File: src/design/ids_pkg.sv
// Shared types and constants of the inertial delay scheduler.
`default_nettype none
package ids_pkg;

	// Width of the driven four-state signal (1 to 64); ports stay 32 bits.
	localparam int WIDTH = 32;
	// Bits actually held: the ports carry at most 32 of them.
	localparam int VW = (WIDTH < 32) ? WIDTH : 32;

	localparam int TW = 32;   // time and delay width
	localparam int IW = 2;    // configuration index width

	localparam logic [IW-1:0] REG_RISE    = 2'd0;
	localparam logic [IW-1:0] REG_FALL    = 2'd1;
	localparam logic [IW-1:0] REG_TURNOFF = 2'd2;

	typedef struct packed {
		logic [VW-1:0] bits;
		logic [VW-1:0] x;
		logic [VW-1:0] z;
	} fsv_t;

	typedef struct packed {
		logic          mode;
		logic [TW-1:0] now;
		fsv_t          value;
		logic          use_mask;
		logic [VW-1:0] mask;
	} item_t;

	typedef struct packed {
		fsv_t          cur;
		fsv_t          pend;
		logic [VW-1:0] pend_mask;
		logic          pend_has_mask;
		logic [TW-1:0] pend_time;
		logic          pend_valid;
	} state_t;

	typedef struct packed {
		logic [TW-1:0] rise;
		logic [TW-1:0] fall;
		logic [TW-1:0] turnoff;
		logic [TW-1:0] min_rf;
		logic [TW-1:0] min_rt;
		logic [TW-1:0] min_ft;
		logic [TW-1:0] min_all;
	} delay_t;

	typedef struct packed {
		logic          commit;
		fsv_t          value;
		logic          pending;
		logic [TW-1:0] due;
		logic          ovf;
	} result_t;

	localparam logic MODE_ASSIGN = 1'b0;
	localparam logic MODE_TICK   = 1'b1;

	function automatic logic same_under(fsv_t a, fsv_t b, logic [VW-1:0] m);
		return (((a.bits ^ b.bits) | (a.x ^ b.x) | (a.z ^ b.z)) & m) == '0;
	endfunction

endpackage
`default_nettype wire

File: src/design/ids_eval.sv
// Next-state and result logic for one assign or tick word.
`default_nettype none
module ids_eval
	import ids_pkg::*;
(
	input  item_t   item,
	input  state_t  state,
	input  delay_t  dly,
	output state_t  state_nx,
	output result_t res
);

	fsv_t          nv;
	logic [VW-1:0] m;
	logic [VW-1:0] diff;
	logic [VW-1:0] n0;
	logic [VW-1:0] cm;
	logic          ur, uf, ut, ux;
	logic          pend_keep;
	logic [TW-1:0] ticks;
	logic [TW:0]   due;
	logic          ovf;

	always_comb begin
		// Canonicalize: X wins over Z, Z over the value plane.
		nv.x    = item.value.x;
		nv.z    = item.value.z & ~nv.x;
		nv.bits = item.value.bits & ~nv.x & ~nv.z;
		m       = item.use_mask ? item.mask : '1;

		pend_keep = state.pend_valid && (state.pend_has_mask == item.use_mask) &&
			(!item.use_mask || state.pend_mask == m) && same_under(state.pend, nv, m);

		diff = m & ((state.cur.bits ^ nv.bits) | (state.cur.x ^ nv.x) |
			(state.cur.z ^ nv.z));
		n0 = ~nv.bits & ~nv.x & ~nv.z;
		ur = |(diff & nv.bits);
		uf = |(diff & n0);
		ut = |(diff & nv.z);
		ux = |(diff & nv.x);

		// Pick the least delay from the pre-reduced pairs.
		if (ux || (ur && uf && ut)) begin
			ticks = dly.min_all;
		end else if (ur && uf) begin
			ticks = dly.min_rf;
		end else if (ur && ut) begin
			ticks = dly.min_rt;
		end else if (uf && ut) begin
			ticks = dly.min_ft;
		end else if (ur) begin
			ticks = dly.rise;
		end else if (uf) begin
			ticks = dly.fall;
		end else begin
			ticks = dly.turnoff;
		end
		due = {1'b0, item.now} + {1'b0, ticks};

		state_nx = state;
		ovf      = 1'b0;
		res.commit = 1'b0;
		cm = state.pend_has_mask ? state.pend_mask : '1;

		if (item.mode == MODE_TICK) begin
			if (state.pend_valid && state.pend_time == item.now) begin
				state_nx.cur.bits = (state.cur.bits & ~cm) | (state.pend.bits & cm);
				state_nx.cur.x    = (state.cur.x & ~cm) | (state.pend.x & cm);
				state_nx.cur.z    = (state.cur.z & ~cm) | (state.pend.z & cm);
				state_nx.pend_valid = 1'b0;
				res.commit = 1'b1;
			end
		end else if (!pend_keep) begin
			// Cancel, then schedule unless the value already matches or the due time overflows.
			state_nx.pend_valid = 1'b0;
			if (diff != '0) begin
				if (due[TW]) begin
					ovf = 1'b1;
				end else begin
					state_nx.pend          = nv;
					state_nx.pend_mask     = item.use_mask ? m : '0;
					state_nx.pend_has_mask = item.use_mask;
					state_nx.pend_time     = due[TW-1:0];
					state_nx.pend_valid    = 1'b1;
				end
			end
		end

		res.value   = state_nx.cur;
		res.pending = state_nx.pend_valid;
		res.due     = state_nx.pend_valid ? state_nx.pend_time : '0;
		res.ovf     = ovf;
	end

endmodule
`default_nettype wire

File: src/design/inertial_delay_scheduler_unit.sv
// Top level of the inertial delay scheduler: one four-state driver with rise/fall/turn-off delay.
//
//  channel | handshake              | word
//  --------+------------------------+--------------------------------------------------
//  in      | in_valid / in_ready    | mode, now, value_bits/x/z, use_mask, mask_enable
//  out     | out_valid / out_ready  | commit_valid, out_bits/x/z, pending_out, due_time,
//          |                        | overflow_error
//  cfg     | cfg_wr_en (no wait)    | cfg_index, cfg_data
//
// One word per cycle sustained while results are taken; the result is registered behind the input.
// An input register feeds the evaluation logic, which updates the driver state and
// loads the result register in the same cycle. The state loop (value, pending update)
// closes through the state register alone, so the next word sees it at once.
// Pairwise delay minima are registered from the delay registers after a configuration write.
// A stalled result holds the input register; a new word is still taken when the
// result register drains in that cycle. Reset puts the value at all X, nothing pending.
`default_nettype none
module inertial_delay_scheduler_unit
	import ids_pkg::*;
(
	input  wire logic          clk,
	input  wire logic          arst_n,
	// configuration
	input  wire logic          cfg_wr_en,
	input  wire logic [IW-1:0] cfg_index,
	input  wire logic [TW-1:0] cfg_data,
	// input channel
	input  wire logic          in_valid,
	output logic               in_ready,
	input  wire logic          mode,
	input  wire logic [31:0]   now,
	input  wire logic [31:0]   value_bits,
	input  wire logic [31:0]   value_x,
	input  wire logic [31:0]   value_z,
	input  wire logic          use_mask,
	input  wire logic [31:0]   mask_enable,
	// output channel
	output logic               out_valid,
	input  wire logic          out_ready,
	output logic               commit_valid,
	output logic [31:0]        out_bits,
	output logic [31:0]        out_x,
	output logic [31:0]        out_z,
	output logic               pending_out,
	output logic [31:0]        due_time,
	output logic               overflow_error
);

	logic [TW-1:0] rise_q, fall_q, turnoff_q;
	logic [TW-1:0] min_rf_q, min_rt_q, min_ft_q, min_all_q;
	delay_t        dly;

	item_t   item_s1;
	logic    valid_s1;
	state_t  state_q;
	state_t  state_nx;
	result_t res_nx;
	result_t res_s2;
	logic    valid_s2;
	logic    advance;

	// Configuration registers; writes beyond the list are dropped.
	always_ff @(posedge clk or negedge arst_n) begin
		if (!arst_n) begin
			rise_q    <= '0;
			fall_q    <= '0;
			turnoff_q <= '0;
		end else if (cfg_wr_en) begin
			unique case (cfg_index)
				REG_RISE:    rise_q    <= cfg_data;
				REG_FALL:    fall_q    <= cfg_data;
				REG_TURNOFF: turnoff_q <= cfg_data;
				default:     ;
			endcase
		end
	end

	// Pre-reduce the delays so the schedule path is one select and one add.
	always_ff @(posedge clk or negedge arst_n) begin
		if (!arst_n) begin
			min_rf_q  <= '0;
			min_rt_q  <= '0;
			min_ft_q  <= '0;
			min_all_q <= '0;
		end else begin
			min_rf_q  <= (rise_q < fall_q) ? rise_q : fall_q;
			min_rt_q  <= (rise_q < turnoff_q) ? rise_q : turnoff_q;
			min_ft_q  <= (fall_q < turnoff_q) ? fall_q : turnoff_q;
			min_all_q <= (rise_q < fall_q) ? ((rise_q < turnoff_q) ? rise_q : turnoff_q)
				: ((fall_q < turnoff_q) ? fall_q : turnoff_q);
		end
	end

	assign dly = '{rise: rise_q, fall: fall_q, turnoff: turnoff_q, min_rf: min_rf_q,
		min_rt: min_rt_q, min_ft: min_ft_q, min_all: min_all_q};

	// Advance the input word when the result register is free or drains now.
	assign advance  = valid_s1 && (!valid_s2 || out_ready);
	assign in_ready = !valid_s1 || advance;

	always_ff @(posedge clk or negedge arst_n) begin
		if (!arst_n) begin
			valid_s1 <= 1'b0;
		end else if (in_ready) begin
			valid_s1 <= in_valid;
		end
	end

	// Input payload register; bits above the signal width are dropped here.
	always_ff @(posedge clk) begin
		if (in_ready && in_valid) begin
			item_s1.mode        <= mode;
			item_s1.now         <= now;
			item_s1.value.bits  <= value_bits[VW-1:0];
			item_s1.value.x     <= value_x[VW-1:0];
			item_s1.value.z     <= value_z[VW-1:0];
			item_s1.use_mask    <= use_mask;
			item_s1.mask        <= mask_enable[VW-1:0];
		end
	end

	ids_eval u_eval (
		.item     (item_s1),
		.state    (state_q),
		.dly      (dly),
		.state_nx (state_nx),
		.res      (res_nx)
	);

	// Driver state: current value and the one pending update.
	always_ff @(posedge clk or negedge arst_n) begin
		if (!arst_n) begin
			state_q.cur.bits      <= '0;
			state_q.cur.x         <= '1;
			state_q.cur.z         <= '0;
			state_q.pend          <= '0;
			state_q.pend_mask     <= '0;
			state_q.pend_has_mask <= 1'b0;
			state_q.pend_time     <= '0;
			state_q.pend_valid    <= 1'b0;
		end else if (advance) begin
			state_q <= state_nx;
		end
	end

	// Result register.
	always_ff @(posedge clk or negedge arst_n) begin
		if (!arst_n) begin
			valid_s2 <= 1'b0;
		end else if (advance) begin
			valid_s2 <= 1'b1;
		end else if (out_ready) begin
			valid_s2 <= 1'b0;
		end
	end

	always_ff @(posedge clk) begin
		if (advance) begin
			res_s2 <= res_nx;
		end
	end

	assign out_valid      = valid_s2;
	assign commit_valid   = res_s2.commit;
	assign out_bits       = 32'(res_s2.value.bits);
	assign out_x          = 32'(res_s2.value.x);
	assign out_z          = 32'(res_s2.value.z);
	assign pending_out    = res_s2.pending;
	assign due_time       = res_s2.due;
	assign overflow_error = res_s2.ovf;

endmodule
`default_nettype wire

File: config.mk
export PLATFORM = sky130hd
export DESIGN_NAME = inertial_delay_scheduler_unit
export DESIGN_NICKNAME = d
export VERILOG_FILES = /design/src/design/ids_pkg.sv /design/src/design/ids_eval.sv /design/src/design/inertial_delay_scheduler_unit.sv
export SDC_FILE = /design/constraint.sdc
export NUM_CORES = 2
export LEC_CHECK = 0
export ABC_AREA = 0
export BUFFER_PORTS_ARGS = -buffer_cell sky130_fd_sc_hd__buf_2
export CORE_MARGIN = 3
export CORE_UTILIZATION = 33
export DETAILED_ROUTE_END_ITERATION = 8
export GPL_ROUTABILITY_DRIVEN = 0
export SYNTH_ARGS = -nofsm -noshare
export SYNTH_HDL_FRONTEND = slang
export SYNTH_SLANG_ARGS = --single-unit
File: constraint.sdc
create_clock -name clk -period 7.4 [get_ports clk]
set_input_delay 1.48 -clock clk [delete_from_list [all_inputs] [get_ports clk]]
set_output_delay 1.48 -clock clk [all_outputs]
set_load 0.02 [all_outputs]
==> summary by stage <==
Synthesis
The synthesized design contains 777 register bits. Of the post-synthesis cell area, the dominant cell type holds 0.282. The distinct cell type count after synthesis is 81. During synthesis, Yosys emitted a total of 0 warnings.

Each instance of the synthesized netlist takes up on average 11.3 um2. Of the total synthesized cell area, the portion taken by AND, OR, NAND and NOR gates is 0.122. The share of the Yosys chip area taken by registers is 0.522. The top cell type by total area after synthesis is dfrtp_1. Synthesis produced a netlist with a net count of 3862.

The most used flip-flop cell after synthesis is dfrtp_1. The area of the mapped netlist is 0.0401 mm2. By area the synthesized netlist is led by dfrtp_1 28%, edfxtp_1 22%, mux2_2 11%, ha_1 3.9%, o21ai_0 3.1%. The synthesized instance count is 3535. In this run, synthesis inferred 293 flip-flops with an integrated enable.

The synthesized-area fraction occupied by ao, oa, aoi and oai cells came to 0.135. Measured against the total synthesized area, the mux share comes to 0.123. The async set or reset register ratio after synthesis is 0.623. The dominant combinational cell family by area after synthesis is compound AO/OA/AOI/OAI gates.

The arithmetic-cell share of the synthesized area counting full adders, half adders and majority gates is 0.0395. The area share of xor/xnor cells in the synthesized design is 0.0279.

Finish
The library cells used most frequently in the layout, excluding fill and tap cells, are 452 x dfrtp_1, 395 x mux2_2, 332 x buf_2. In the final design database the tool counted 4311 nets. From synthesis to final layout, the design area changed by 19.5%. The layout has 11600 filler cells. Leaving out filler cells and counting taps, the final layout contains 5677. Of the cells placed in the final design, the portion with a size suffix greater than 1 is 0.275. The library cell used most frequently in the layout, excluding fill and tap cells, is dfrtp_1.

Measured on the finished design, the core utilization comes to 0.399.

Power and ir drop
In this run the static leakage power is 20.1 nW. The power per cell area is 337 mW/mm2. Across the VDD grid, the largest voltage drop is 206 uV.

Critical path
The endpoint of the most critical register-to-register path is state_q[109]. The critical path starts at item_s1[73]. The worst reg-to-reg setup slack is 220 ps.

The critical path ends at state_q[109]. STA classifies the critical path endpoint as a register. For the worst flop-to-flop path, the logic depth is 25. The worst setup path is of the reg -> reg kind.

In this run the worst path has a maximum fanout of 31. The data arrival time of the critical path is 7740 ps. In this run the critical register-to-register path is launched from item_s1[73]. The kind of start point of the critical path is a register. STA puts the critical path data required time at 7970 ps.

Floorplanning
The number of primary I/O pins is 334. The floorplan has 127 rows. The die area is 0.126 mm2. The x dimension of the die is 355 um. For this configuration, the core starts out at a cell density of 0.334. In this run the vertical extent of the chip is 355 um. The region available for standard cell placement spans 0.120 mm2.

Route
The remaining design rule violation count is 0. The wire length per cell is 25.2 um. The number of vias per cell is 5.58. The number of search-and-repair iterations in the first detailed-routing pass is 6. The detail route stage leaves a number of antenna-violating nets equal to 0. The final layout contains routed wiring with a total length of 143000 um. The number of DRC markers in iteration 0 is 3368.

Summing over every cut layer, the via total after detailed routing is 31700.

Timing
The max-slew violation total from the final report was 0. The transition time at the pin with the least slew margin is 1160 ps. Across the routed clock network, the largest skew measured is 21.8 ps. The worst slew margin relative to its limit is 0.224. The highest clock rate is 139 MHz. Dividing the final minimum period by the clock period gives 0.970. The final count of hold timing violations was 0.

Setup repair after global routing left no endpoint under its margin. Setup violations remaining at the end of the flow were counted as 0. The clock period could shrink to 7180 ps.

Job
The max-cap check violation count is 0.

GRT
Entering global routing, the biggest net connects 157 pins. The overall track demand over capacity in global routing is 0.221. The number of antenna violations at the first check in global routing is 12. The first-pass GRT wire length is 208000 um. The number of global-route vias before repair is 30500. The overflow left after global routing is 0.

Clock network
The maximum number of buffers from clock root to sink is 3. The H-tree was split into 3 levels. Clock tree synthesis selected as its root buffer the cell clkbuf_16. The hold-fix buffer count after cts is 0. After clock tree synthesis, the clock-pin slew on the worst setup and hold paths is 70 ps. TritonCTS created 89 clock buffers. CTS saw 777 sinks. TritonCTS built the clock tree.

The clock latency at the later pin of the worst-skew pair is 700 ps.

Place
The count of buffers inserted at the top-level ports is 333. The number of placed instances with taps included is 5500. The HPWL reported at the end of detailed placement is 106000 um.

Hold path
The worst hold path belongs to the class reg -> reg.

Outcome
The flow ran to the end, and the final reports show no timing, DRC or antenna violations.
## timing repair
action | CTS | global route
pin swaps | 1 | 0
setup endpoints to repair | 170 | 195
resized for setup | 2 | 12
gates cloned | 0 | 1
buffers inserted | 2 | 2
## cells in the mapped netlist (17+ instances only)
| cell type | instances |
|---|---|
| nor3_1 | 43 |
| a31oi_1 | 44 |
| o211ai_1 | 30 |
| nor3b_1 | 27 |
| nor2_1 | 143 |
| clkbuf_1 | 113 |
| dfstp_2 | 32 |
| nand2_1 | 215 |
| and3b_1 | 17 |
| inv_1 | 168 |
| o311ai_0 | 19 |
| nand3b_1 | 29 |
| mux2_2 | 395 |
| xor2_1 | 56 |
| nand2b_1 | 41 |
| mux2i_1 | 45 |
| o22ai_1 | 39 |
| a21oi_1 | 177 |
| nand4_1 | 44 |
| nand3_1 | 95 |
| a21o_1 | 34 |
| a221oi_1 | 33 |
| a211o_1 | 23 |
| ha_1 | 125 |
| o31ai_1 | 23 |
| o2bb2ai_1 | 22 |
| nor2b_1 | 97 |
| nor4b_1 | 33 |
| dfrtp_1 | 452 |
| buf_2 | 25 |
| nor4_1 | 52 |
| o21ai_0 | 246 |
| edfxtp_1 | 293 |
| a22oi_1 | 38 |
| xnor2_1 | 72 |
## power breakdown
group / total [W] / switching [W] / internal [W]
Clock: 0.00460 / 0.00190 / 0.00270
Combinational: 0.00503 / 0.00285 / 0.00218
Sequential: 0.00653 / 0.00102 / 0.00551
Total: 0.0162 / 0.00578 / 0.0104
## critical path: stages, from the launching register on
cell      delay, ps
edfxtp_1        680
nor4_1          140
a221oi_1        840
nand3_1         170
o21ai_0         240
a311o_1         310
nor4_4           80
buf_12          170
a21oi_1         460
buf_4           310
a222oi_1        140
nand2b_1        170
a41oi_1         430
ha_1            340
o21a_1          190
o31a_1          130
o21a_1          220
o21ai_1         190
nand3_1         170
a221oi_2        330
buf_4           170
nand3b_1        180
nor2_4          180
buf_12          180
buf_12          210
mux2_2          360
## metal layers
layer,track usage,vias to the layer above,share of wire,wire (um)
met5,0,-,0.00029,41
met4,0.0784,6,0.038,5450
met3,0.0517,251,0.091,13000
met2,0.353,1519,0.46,66000
met1,0.295,15700,0.41,58500
li1,-,14200,-,-
## through the flow
| step | worst slack [ps] | hold WS, ps | total power (W) | instance area (um2) | TNS [ps] |
|---|---|---|---|---|---|
| 5_1_grt | 28.7 | 524 | 0.0170 | 48000 | 0 |
| 3_3_place_gp | -112 | 486 | 0.0114 | 44800 | -7160 |
| 6_report | 223 | 504 | 0.0162 | 48000 | 0 |
| 4_1_cts | 21.4 | 504 | 0.0162 | 47900 | 0 |
| 3_5_place_dp | -222 | 495 | 0.0115 | 44800 | -17640 |
| 2_1_floorplan | 1210 | 457 | 0.00943 | 40100 | 0 |
## how the worst min path moves through the flow
stage | start | end | slack (ps) | depth (start not counted)
final | state_q[218] | state_q[218] | 500 | 2
after global placement | state_q[209] | state_q[209] | 490 | 2
after CTS | state_q[218] | state_q[218] | 500 | 2
after global routing | state_q[223] | state_q[223] | 520 | 2
after floorplan | valid_s1 | out_valid | 460 | 1
after detailed placement | state_q[218] | state_q[218] | 500 | 2
## cell families (layout without fill, tap and decap cells)
kind of cell	Yosys count	after routing
other cells	0	4
compound gates	844	844
fa+ha+maj	126	126
simple gates	901	901
mux	441	441
flops	777	777
xor+xnor	128	128
buf+inv	318	844
## registers in the layout, summed over array words and instances, names as in the netlist
register        cells
state_q           258
min_rt_q           32
out_x              32
overflow_error      1
min_ft_q           32
due_time           32
out_z              32
out_valid           1
pending_out         1
item_s1           162
commit_valid        1
out_bits           32
fall_q             32
min_all_q          32
rise_q             32
min_rf_q           32
turnoff_q          32
valid_s1            1
## cell type report
cell class                 instances  area (um2)  area share
clock buffer                     120        2430      0.0506
multi-input combinational       2440       18100       0.377
clock inverter                    48         579      0.0121
tap                             1612        2020      0.0421
inverter                         168         636      0.0133
sequential                       777       21000       0.437
antenna                            4        10.0    0.000209
timing repair buffer             508        3260      0.0679
Power figures use the tool's default switching activity.
